<file path="src/sv/stq_pkg.sv">
// ----------------------------------------------------------------------------
// stq_pkg: shared types and constants of the sorted countdown timer queue
// Request and result payloads, opcodes, result kinds and the command and
// status groups between the controller and the datapath.
// ----------------------------------------------------------------------------
package stq_pkg;

  // Default sizes, handed to the top level parameters
  localparam int DEPTH_DEF      = 16;
  localparam int DELAY_BITS_DEF = 16;
  localparam int TAG_BITS_DEF   = 8;

  // Most expirations reported for one tick
  localparam int MAX_OUT   = 16;
  localparam int MAX_OUT_W = $clog2(MAX_OUT);

  // Port field widths
  localparam int IN_DELAY_W = 16;
  localparam int IN_TAG_W   = 8;
  localparam int OUT_TAG_W  = 8;

  // Opcodes
  localparam logic OP_INSERT = 1'b0;
  localparam logic OP_TICK   = 1'b1;

  // Result kinds
  localparam logic [1:0] KIND_ACCEPT = 2'd0;
  localparam logic [1:0] KIND_REJECT = 2'd1;
  localparam logic [1:0] KIND_EXPIRE = 2'd2;

  typedef struct packed {
    logic                  opcode;
    logic [IN_DELAY_W-1:0] delay;
    logic [IN_TAG_W-1:0]   tag;
  } in_req_t;

  typedef struct packed {
    logic [1:0]           kind;
    logic [OUT_TAG_W-1:0] out_tag;
    logic                 last;
  } out_res_t;

  // Controller to datapath
  typedef struct packed {
    logic       latch_req;
    logic       do_insert;
    logic       do_dec;
    logic       do_pop;
    logic       load_out;
    logic [1:0] out_kind;
    logic       out_last;
  } stq_cmd_t;

  // Datapath to controller
  typedef struct packed {
    logic req_op;
    logic full;
    logic empty;
    logic one_left;
    logic head_zero;
    logic next_zero;
    logic slot_free;
  } stq_stat_t;

endpackage

</file>
<file path="src/sv/sorted_countdown_timer_queue.sv">
// ----------------------------------------------------------------------------
// sorted_countdown_timer_queue: sorted countdown alarm queue
// Holds up to DEPTH alarms sorted by remaining delay; inserts and one-second
// ticks come in as requests, acceptances, rejections and expirations go out.
// ----------------------------------------------------------------------------
// Requests are handled one at a time. An insert is first captured into the
// request register; then the cell chain compares every entry against the
// new delay and shifts into place while the result enters the output
// register. A tick is captured, then all cells are decremented at once
// unless the head is already zero; expired alarms then leave one per cycle
// while the output register has room (at most 16 per tick), as expirations
// leave through the head cell of the chain one at a time.
// A result held in the output register stalls the sequence only while the
// consumer stalls.
module sorted_countdown_timer_queue
  import stq_pkg::*;
#(
  parameter int DEPTH      = DEPTH_DEF,
  parameter int DELAY_BITS = DELAY_BITS_DEF,
  parameter int TAG_BITS   = TAG_BITS_DEF
) (
  input  logic     clk,
  input  logic     rst_n,
  input  logic     in_valid,
  output logic     in_stall,
  input  in_req_t  in_data,
  output logic     out_valid,
  input  logic     out_stall,
  output out_res_t out_data
);

  stq_cmd_t  cmd;
  stq_stat_t stat;

  // Controller
  stq_ctrl u_ctrl (
    .clk      (clk),
    .rst_n    (rst_n),
    .in_valid (in_valid),
    .stat     (stat),
    .in_stall (in_stall),
    .cmd      (cmd)
  );

  // Cell chain datapath
  stq_dp #(
    .DEPTH      (DEPTH),
    .DELAY_BITS (DELAY_BITS),
    .TAG_BITS   (TAG_BITS)
  ) u_dp (
    .clk       (clk),
    .rst_n     (rst_n),
    .in_data   (in_data),
    .cmd       (cmd),
    .stat      (stat),
    .out_valid (out_valid),
    .out_stall (out_stall),
    .out_data  (out_data)
  );

endmodule

</file>
<file path="src/sv/stq_dp.sv">
// ----------------------------------------------------------------------------
// stq_dp: cell chain datapath of the timer queue
// Sorted chain of delay/tag cells with parallel insert, decrement and pop,
// the request holding register and the result output register.
// ----------------------------------------------------------------------------
module stq_dp
  import stq_pkg::*;
#(
  parameter int DEPTH      = DEPTH_DEF,
  parameter int DELAY_BITS = DELAY_BITS_DEF,
  parameter int TAG_BITS   = TAG_BITS_DEF
) (
  input  logic      clk,
  input  logic      rst_n,
  input  in_req_t   in_data,
  input  stq_cmd_t  cmd,
  output stq_stat_t stat,
  output logic      out_valid,
  input  logic      out_stall,
  output out_res_t  out_data
);

  localparam int OCC_W = $clog2(DEPTH + 1);

  // Held request
  logic                  req_op_r;
  logic [DELAY_BITS-1:0] req_delay_r;
  logic [TAG_BITS-1:0]   req_tag_r;

  // Cell chain
  logic [DELAY_BITS-1:0] rem_r   [DEPTH];
  logic [DELAY_BITS-1:0] rem_nxt [DEPTH];
  logic [TAG_BITS-1:0]   tag_r   [DEPTH];
  logic [TAG_BITS-1:0]   tag_nxt [DEPTH];
  logic [OCC_W-1:0]      occ_r;
  logic [OCC_W-1:0]      occ_nxt;

  // Output register
  logic     out_valid_r;
  logic     out_valid_nxt;
  out_res_t out_data_r;
  out_res_t out_data_nxt;

  logic [DEPTH-1:0] le;      // valid cell with delay <= new delay
  logic [DEPTH:0]   le_ext;  // le shifted up, position 0 always set
  logic             next_zero;
  logic             slot_free;

  // Compare of every valid cell against the new delay
  always_comb begin
    le_ext[0] = 1'b1;
    for (int i = 0; i < DEPTH; i++) begin
      le[i]       = (OCC_W'(i) < occ_r) && (rem_r[i] <= req_delay_r);
      le_ext[i+1] = le[i];
    end
  end

  // Second cell zero check, absent for a one-entry queue
  if (DEPTH > 1) begin : g_next
    assign next_zero = (rem_r[1] == '0);
  end else begin : g_single
    assign next_zero = 1'b0;
  end

  assign slot_free = !out_valid_r || !out_stall;

  always_comb begin
    stat.req_op    = req_op_r;
    stat.full      = (occ_r == OCC_W'(DEPTH));
    stat.empty     = (occ_r == '0);
    stat.one_left  = (occ_r == OCC_W'(1));
    stat.head_zero = (rem_r[0] == '0);
    stat.next_zero = next_zero;
    stat.slot_free = slot_free;
  end

  // Next cell contents
  always_comb begin
    for (int i = 0; i < DEPTH; i++) begin
      rem_nxt[i] = rem_r[i];
      tag_nxt[i] = tag_r[i];
    end
    occ_nxt = occ_r;
    if (cmd.do_insert) begin
      // new entry lands at the first cell past the thermometer, rest shift up
      for (int i = 0; i < DEPTH; i++) begin
        if (!le[i] && le_ext[i]) begin
          rem_nxt[i] = req_delay_r;
          tag_nxt[i] = req_tag_r;
        end
      end
      for (int i = 1; i < DEPTH; i++) begin
        if (!le[i] && !le_ext[i]) begin
          rem_nxt[i] = rem_r[i-1];
          tag_nxt[i] = tag_r[i-1];
        end
      end
      occ_nxt = occ_r + OCC_W'(1);
    end else if (cmd.do_dec) begin
      for (int i = 0; i < DEPTH; i++) begin
        rem_nxt[i] = rem_r[i] - DELAY_BITS'(1);
      end
    end else if (cmd.do_pop) begin
      for (int i = 0; i < DEPTH - 1; i++) begin
        rem_nxt[i] = rem_r[i+1];
        tag_nxt[i] = tag_r[i+1];
      end
      occ_nxt = occ_r - OCC_W'(1);
    end
  end

  // Next output register
  always_comb begin
    out_valid_nxt = out_valid_r && out_stall;
    out_data_nxt  = out_data_r;
    if (cmd.load_out) begin
      out_valid_nxt        = 1'b1;
      out_data_nxt.kind    = cmd.out_kind;
      out_data_nxt.last    = cmd.out_last;
      if (cmd.out_kind == KIND_EXPIRE) begin
        out_data_nxt.out_tag = OUT_TAG_W'(tag_r[0]);
      end else begin
        out_data_nxt.out_tag = OUT_TAG_W'(req_tag_r);
      end
    end
  end

  // Control registers
  always_ff @(posedge clk) begin
    if (!rst_n) begin
      occ_r       <= '0;
      out_valid_r <= 1'b0;
    end else begin
      occ_r       <= occ_nxt;
      out_valid_r <= out_valid_nxt;
    end
  end

  // Payload registers
  always_ff @(posedge clk) begin
    if (cmd.latch_req) begin
      req_op_r    <= in_data.opcode;
      req_delay_r <= DELAY_BITS'(in_data.delay);
      req_tag_r   <= TAG_BITS'(in_data.tag);
    end
    for (int i = 0; i < DEPTH; i++) begin
      rem_r[i] <= rem_nxt[i];
      tag_r[i] <= tag_nxt[i];
    end
    out_data_r <= out_data_nxt;
  end

  assign out_valid = out_valid_r;
  assign out_data  = out_data_r;

  // Checks
  a_occ_bound: assert property (@(posedge clk) disable iff (!rst_n)
    occ_r <= OCC_W'(DEPTH))
    else $error("occupancy above depth");

  a_pop_head: assert property (@(posedge clk) disable iff (!rst_n)
    cmd.do_pop |-> (stat.head_zero && !stat.empty))
    else $error("pop without an expired head");

  a_ins_room: assert property (@(posedge clk) disable iff (!rst_n)
    cmd.do_insert |-> !stat.full)
    else $error("insert into full queue");

  a_no_overwrite: assert property (@(posedge clk) disable iff (!rst_n)
    cmd.load_out |-> slot_free)
    else $error("pending result overwritten");

endmodule

</file>
<file path="src/sv/stq_ctrl.sv">
// ----------------------------------------------------------------------------
// stq_ctrl: sequencing controller of the timer queue
// Accepts one request at a time, issues the insert or the decrement, then
// pops expired heads into the output register one per cycle while it has room.
// ----------------------------------------------------------------------------
module stq_ctrl
  import stq_pkg::*;
(
  input  logic      clk,
  input  logic      rst_n,
  input  logic      in_valid,
  input  stq_stat_t stat,
  output logic      in_stall,
  output stq_cmd_t  cmd
);

  localparam logic [1:0] ST_IDLE = 2'd0;
  localparam logic [1:0] ST_EXEC = 2'd1;
  localparam logic [1:0] ST_POP  = 2'd2;

  logic [1:0]           state_r;
  logic [1:0]           state_nxt;
  logic [MAX_OUT_W-1:0] cnt_r;
  logic [MAX_OUT_W-1:0] cnt_nxt;
  logic                 pop_last;

  assign in_stall = (state_r != ST_IDLE);

  // final expiration of this tick
  assign pop_last = stat.one_left || !stat.next_zero ||
                    (cnt_r == MAX_OUT_W'(MAX_OUT - 1));

  // Sequencer
  always_comb begin
    state_nxt = state_r;
    cnt_nxt   = cnt_r;
    cmd       = '0;
    case (state_r)
      ST_IDLE: begin
        if (in_valid) begin
          cmd.latch_req = 1'b1;
          state_nxt     = ST_EXEC;
        end
      end
      ST_EXEC: begin
        if (stat.req_op == OP_INSERT) begin
          if (stat.slot_free) begin
            cmd.load_out  = 1'b1;
            cmd.out_last  = 1'b1;
            cmd.out_kind  = stat.full ? KIND_REJECT : KIND_ACCEPT;
            cmd.do_insert = !stat.full;
            state_nxt     = ST_IDLE;
          end
        end else begin
          cmd.do_dec = !stat.empty && !stat.head_zero;
          cnt_nxt    = '0;
          state_nxt  = ST_POP;
        end
      end
      ST_POP: begin
        if (stat.empty || !stat.head_zero) begin
          state_nxt = ST_IDLE;
        end else if (stat.slot_free) begin
          cmd.do_pop   = 1'b1;
          cmd.load_out = 1'b1;
          cmd.out_kind = KIND_EXPIRE;
          cmd.out_last = pop_last;
          cnt_nxt      = cnt_r + MAX_OUT_W'(1);
          if (pop_last) begin
            state_nxt = ST_IDLE;
          end
        end
      end
      default: begin
        state_nxt = ST_IDLE;
      end
    endcase
  end

  always_ff @(posedge clk) begin
    if (!rst_n) begin
      state_r <= ST_IDLE;
      cnt_r   <= '0;
    end else begin
      state_r <= state_nxt;
      cnt_r   <= cnt_nxt;
    end
  end

  // Checks
  a_one_cmd: assert property (@(posedge clk) disable iff (!rst_n)
    $onehot0({cmd.do_insert, cmd.do_dec, cmd.do_pop}))
    else $error("conflicting cell chain commands");

  a_last_idle: assert property (@(posedge clk) disable iff (!rst_n)
    (cmd.load_out && cmd.out_last) |=> (state_r == ST_IDLE))
    else $error("final result did not end the request");

  a_pop_state: assert property (@(posedge clk) disable iff (!rst_n)
    cmd.do_pop |-> (state_r == ST_POP))
    else $error("pop outside expiration phase");

endmodule

</file>
<file path="config.mk">
export PLATFORM = sky130hd
export DESIGN_NAME = sorted_countdown_timer_queue
export DESIGN_NICKNAME = d
export VERILOG_FILES = /design/src/sv/stq_pkg.sv /design/src/sv/sorted_countdown_timer_queue.sv /design/src/sv/stq_dp.sv /design/src/sv/stq_ctrl.sv
export SDC_FILE = /design/constraint.sdc
export NUM_CORES = 2
export LEC_CHECK = 0
export BUFFER_PORTS_ARGS = -buffer_cell sky130_fd_sc_hd__buf_2
export CAP_MARGIN = 20
export CELL_PAD_IN_SITES_DETAIL_PLACEMENT = 0
export CELL_PAD_IN_SITES_GLOBAL_PLACEMENT = 2
export CORE_ASPECT_RATIO = 1.25
export CORE_UTILIZATION = 39
export CTS_CLUSTER_SIZE = 28
export DETAILED_ROUTE_END_ITERATION = 8
export PLACE_DENSITY_LB_ADDON = 0.12
export SYNTH_ARGS = -nofsm -noshare
export SYNTH_HDL_FRONTEND = slang
export SYNTH_SLANG_ARGS = --single-unit
</file>
<file path="constraint.sdc">
create_clock -name clk -period 4.3 [get_ports clk]
set_input_delay 0.215 -clock clk [delete_from_list [all_inputs] [get_ports clk]]
set_output_delay 0.215 -clock clk [all_outputs]
set_load 0.02 [all_outputs]
</file>
# Yosys cells after proc, flatten, opt, wreduce, memory -nomap -nowiden
# Memory sizes are Yosys's and may differ from the RTL's.
# Index checks and enable logic that the tools add are counted.
totals:
  regBits: 48
  ram_bits: 384
  in_bits: 29
  word_cells: 260
  n_memories: 2
op_classes:
  add_sub_neg: 19
  n_lt_le_gt_ge: 32
  n_eq_ne: 14
  muxes: 99
  n_reduce_logical: 84
mem_list:
  columns: ["name", "words", "word_bits", "read_ports", "rd_clocked_by_memory_dff", "wr", "line_no", "rtl"]
  rows:
  - ["u_dp.rem_r", 16, 16, 16, 0, 16, "stq_dp.sv:31", "logic [DELAY_BITS-1:0] rem_r [DEPTH];"]
  - ["u_dp.tag_r", 16, 8, 16, 0, 16, "stq_dp.sv:33", "logic [TAG_BITS-1:0] tag_r [DEPTH];"]
op_table:
  columns: ["cell", "n"]
  rows:
  - ["two-way mux 16 bit", 32]
  - ["two-way mux 240 bit", 2]
  - ["two-way mux 120 bit", 3]
  - ["two-way mux 8 bit", 33]
  - ["less-or-equal comparator 16 bit", 16]
  - ["two-way mux 256 bit", 1]
  - ["subtractor 16 x 1 -> 16 bit, second input constant", 16]
  - ["logical AND 1 bit", 48]
  - ["< comparator 4 x 5 -> 1 bit, first input constant", 8]
  - ["zero test 16 bit", 2]
  - ["two-way mux 5 bit", 5]
  - ["zero test 1 bit", 22]
  - ["< comparator 3 x 5 -> 1 bit, first input constant", 4]
  - ["two-way mux 4 bit", 5]
  - ["one-hot mux 4 bit (2 select lines)", 2]
  - ["two-way mux 2 bit", 7]
  - ["< comparator 1 x 5 -> 1 bit, first input constant", 2]
  - ["< comparator 2 x 5 -> 1 bit, first input constant", 2]
  - ["!= test 3 x 1 -> 1 bit, second input constant", 3]
  - ["two-way mux 1 bit", 8]
  - ["AND reduction 4 bit", 2]
  - ["!= test 2 x 1 -> 1 bit, second input constant", 3]
  - ["one-hot mux 2 bit (3 select lines)", 1]
  - ["nonzero test 2 bit", 3]
  - ["13 further kinds", 18]

# Logic depth before layout (Yosys ltp)
# An unclocked memory read counts as a cell.
logic_depth:
  depth_word: 11
  ltp_mapped: 12
  ltp_nobuf: 9

# Cells and area by module
# Synthesis repeated with hierarchy kept, for this count alone.
hier_totals:
  hier_cells: 3579
  hier_area_um2: 33021.7
modules_own_cells:
  columns: ["mod", "instances", "cells_each", "area_each_um2"]
  rows:
  - ["stq_dp", 1, 3523, 32546.2]
  - ["stq_ctrl", 1, 56, 475.5]

# Worst setup path after synthesis
# Ideal clock, no wire load.
synth_path:
  path_kind: "register to register"
  from: "memory u_dp.rem_r[0][8] (netlist bit)"
  to: "memory u_dp.rem_r[0][100] (netlist bit), enable pin"
  setup_ns: 0.411
  arrival_time_ns: 3.737
  required_time_ns: 3.889
  path_slack_ns: 0.152
  path_stages_with_launch: 10
  period_less_slack_ns: 4.148
  cell_sequence: "edfxtp_1 > nor4_2 > or3b_1 > buf_2 > or4_4 > nor4_4 > buf_6 > nor2_2 > buf_2 > o21ai_0"
synth_rtl:
  columns: ["item", "line_no"]
  rows:
  - ["start: declaration", "stq_dp.sv:31"]

==> flow_metrics.env <==
export IMPL_hold_path_depth=4
export IMPL_r2r_start="u_dp.rem_r[0][4]"
export IMPL_r2r_setup_slack_ns=0.44
export IMPL_ant_nets=0
export IMPL_endpoint_kind="flip-flop"
export IMPL_design_area_mm2=0.0364
export IMPL_yosys_warnings=0
export IMPL_cts_root_buffer="clkbuf_16"
export IMPL_grt_pass1_vias=28600
export IMPL_cts_sinks=432
export IMPL_critPathSlowestCell="or4_1"
export IMPL_drive_gt1_share_pct=8.43
export IMPL_synth_edff_count=420
export IMPL_grt_max_degree=143
export IMPL_antenna_found_initial=0
export IMPL_grt_pass1_wl_um=189000
export IMPL_synth_top_area_cell="edfxtp_1"
export IMPL_outcome="complete, but fails checks"
export IMPL_dpl_cell_area_mm2=0.0344
export IMPL_power_uw=11900
export IMPL_die_w_um=261
export IMPL_grt_overflow_total=0
export IMPL_worst_pin_slew_ns=1.09
export IMPL_rsz0062_at_grt="false"
export IMPL_viasPerCell=6.39
export IMPL_drc_errors=20
export IMPL_hold_path_startpoint="out_stall"
export IMPL_post_cts_setup_buffers=0
export IMPL_min_period_ns=3.86
export IMPL_wl_per_cell_um=28.7
export IMPL_die_area_mm2=0.0847
export IMPL_startpoint_type="flip-flop"
export IMPL_placed_cells=4339
export IMPL_peakVddDrop_v=0.000287
export IMPL_route_vias_total=28500
export IMPL_nets=3649
export IMPL_finalMaxSlewViolations=0
export IMPL_gp_congestion=0.916
export IMPL_drv_cap=0
export IMPL_hold_viol=0
export IMPL_die_h_um=325
export IMPL_cts_max_path_buffers=3
export IMPL_row_count=118
export IMPL_fin_cells=4463
export IMPL_synth_seq_area_share_pct=39.4
export IMPL_async_reset_ff_share_pct=0
export IMPL_skew_ns=0.0394
export IMPL_cts_resized=0
export IMPL_syn_area_mm2=0.0326
export IMPL_synthesis_nets=3645
export IMPL_pwr_density_cell_mw_per_mm2=326
export IMPL_setup_violations=0
export IMPL_worstRegToRegCells=8
export IMPL_cp_required_ns=4.64
export IMPL_rr_endpoint="u_dp.rem_r[1][4]"
export IMPL_critPathBufInv=1
export IMPL_p_leak_uw=0.0131
export IMPL_path_cells="or3_1 -> or3b_1 -> or4_1 -> o21ai_4 -> buf_12 -> nor2_1 -> a31oi_1 -> o211ai_1"
export IMPL_drt_first_pass_iters=9
export IMPL_synth_ff_type="edfxtp_1"
export IMPL_cts_clk_slew_worst_paths_ns=0.06
export IMPL_core_mm2=0.0828
export IMPL_hold_end="u_ctrl.state_r[0]"
export IMPL_violations="DRC"
export IMPL_synthCells=3337
export IMPL_dp_final_hpwl_um=91400
export IMPL_routed_wl_um=128000
export IMPL_synth_top_cell_area_share_pct=38.7
export IMPL_h_tree_depth=2
export IMPL_fmax_mhz=259
export IMPL_hold_class="input port to flip-flop"
export IMPL_ys_seq_elements=432
export IMPL_cp_arrival_ns=4.20
export IMPL_cp_slowest_stage_delay_ns=0.62
export IMPL_crit_type="flip-flop to flip-flop"
export IMPL_cts_buffers_inserted=52
export IMPL_crit_family="simple AND/OR/NAND/NOR gates"
export IMPL_portBuffers=41
export IMPL_fin_crit_sh_pct=89.7
export IMPL_drtIter0Drc=2930
export IMPL_synth_area_leaders="edfxtp_1 (39%), ha_1 (11%), mux2i_1 (5.9%)"
export IMPL_relSlewSlack_pct=27.3
export IMPL_clk_latency_ns=0.65
export IMPL_track_usage_pct=29.8
export IMPL_cp_max_fo=107
export IMPL_start_util_pct=39.3
export IMPL_syn2layout_area_growth_pct=11.6
export IMPL_cts_tree="built"
export IMPL_io_pins=42
export IMPL_syn_avg_cell_area_um2=9.77
export IMPL_tns_ns=0
export IMPL_ys_types=76
## synthesized netlist by cell type, types with 24 or more instances
cell type and count:
xnor2_1 134, clkbuf_1 165, o211ai_1 55, nor2_1 256
inv_1 62, a221o_1 96, xor2_1 75, buf_2 53
edfxtp_1 420, nor3_1 85, o21ai_0 91, a21oi_1 131
a21o_1 29, nand2_1 304, nor4_1 67, nand4_1 99
or3_1 24, o221ai_1 172, ha_1 279, a31oi_1 54
mux2i_1 191, nand3_1 225
## cell families after synthesis
group | after synthesis | synth area share, %
AO/OA/AOI/OAI | 721 | 16.3
XOR/XNOR | 209 | 5.62
adder cells (fa/ha/maj) | 279 | 10.7
buffers and inverters | 307 | 3.80
flip-flops | 432 | 39.4
multiplexers | 207 | 6.51
AND/OR/NAND/NOR | 1182 | 17.6
## timing repair
item,in CTS,in global routing
hold buffers,26,0
setup endpoints to repair,0,0
hold endpoints to repair,33,0
## cell type report
| class | count | area (µm²) |
|---|---|---|
| Tap cell | 1080 | 1350 |
| Clock inverter | 30 | 294 |
| Fill cell | 7991 | 46500 |
| Sequential cell | 432 | 12900 |
| Multi-Input combinational cell | 2598 | 18600 |
| Inverter | 62 | 233 |
| Timing Repair Buffer | 195 | 1680 |
| Clock buffer | 65 | 1370 |
| Antenna cell | 1 | 2.50 |
## metrics by stage
| step | worst slack [ns] | utilization, % | hold WS (ns) |
|---|---|---|---|
| finish | 0.443 | 43.9 | 0.0429 |
| detailed placement | 0.523 | 41.5 | 0.394 |
| global route | 0.324 | 43.9 | 0.0662 |
| floorplan | 0.152 | - | 0.314 |
| CTS | 0.454 | 43.9 | 0.00770 |
| global placement | 0.403 | 41.5 | 0.392 |
## how the worst max path moves through the flow
| stage | from | endpoint | cells past startpoint |
|---|---|---|---|
| after floorplan | u_dp.rem_r[0][8] | u_dp.rem_r[0][100] | 9 |
| after global placement | u_dp.rem_r[0][4] | u_dp.rem_r[1][17] | 7 |
| after detailed placement | u_dp.rem_r[0][4] | u_dp.rem_r[1][37] | 7 |
| after CTS | u_dp.rem_r[0][4] | u_dp.rem_r[1][45] | 7 |
| after global routing | u_dp.req_delay_r[15] | u_dp.rem_r[1][103] | 10 |
| final | u_dp.rem_r[0][4] | u_dp.rem_r[1][4] | 8 |
## where the power goes
group | switching, µW | leakage, µW | total [µW] | internal [µW]
registers | 353 | 0.00397 | 5300 | 4950
logic | 1260 | 0.00827 | 2030 | 778
clock network | 1980 | 0.000811 | 4530 | 2560
total | 3580 | 0.0131 | 11900 | 8290
## metal layers
layer / track usage, % / part of all wire, % / routed length (µm) / up-vias
li1: - / - / - / 13000
met1: 37.3 / 41 / 51900 / 14200
met2: 50.5 / 49 / 62300 / 1005
met3: 3.67 / 5.3 / 6780 / 264
met4: 14.7 / 5.5 / 7030 / 0
met5: 0 / 0 / 0 / -
## layout by cell type, fill, tap and decap left out, types with 19 or more instances in the layout
cell type        n
edfxtp_1       420
nand2_1        303
ha_1           279
nor2_1         255
nand3_1        222
mux2i_1        191
o221ai_1       172
xnor2_1        134
a21oi_1        131
buf_4          107
nand4_1         99
a221o_1         96
o21ai_0         86
nor3_1          85
xor2_1          75
nor4_1          67
inv_1           62
o211ai_1        55
a31oi_1         54
clkbuf_16       53
buf_2           41
a21o_1          29
dlygate4sd3_1   26
or3_1           24
or4_1           19
buf_12          19
## worst reg2reg max path: cells and delay by family, from the launching register on
family	cells	cell delay [ns]
simple gates	4	1.85
flops	1	0.49
buf+inv	1	0.41
compound gates	3	0.80
## registers in the layout, indices dropped and copies added (netlist names)
register / flops
u_dp.rem_r: 256
u_dp.tag_r: 128
u_dp.req_delay_r: 16
u_dp.out_data: 11
u_dp.req_tag_r: 8
u_dp.occ_r: 5
u_ctrl.cnt_r: 4
u_ctrl.state_r: 2
u_dp.out_valid: 1
u_dp.req_op_r: 1
Power figures use the tool's default switching activity.
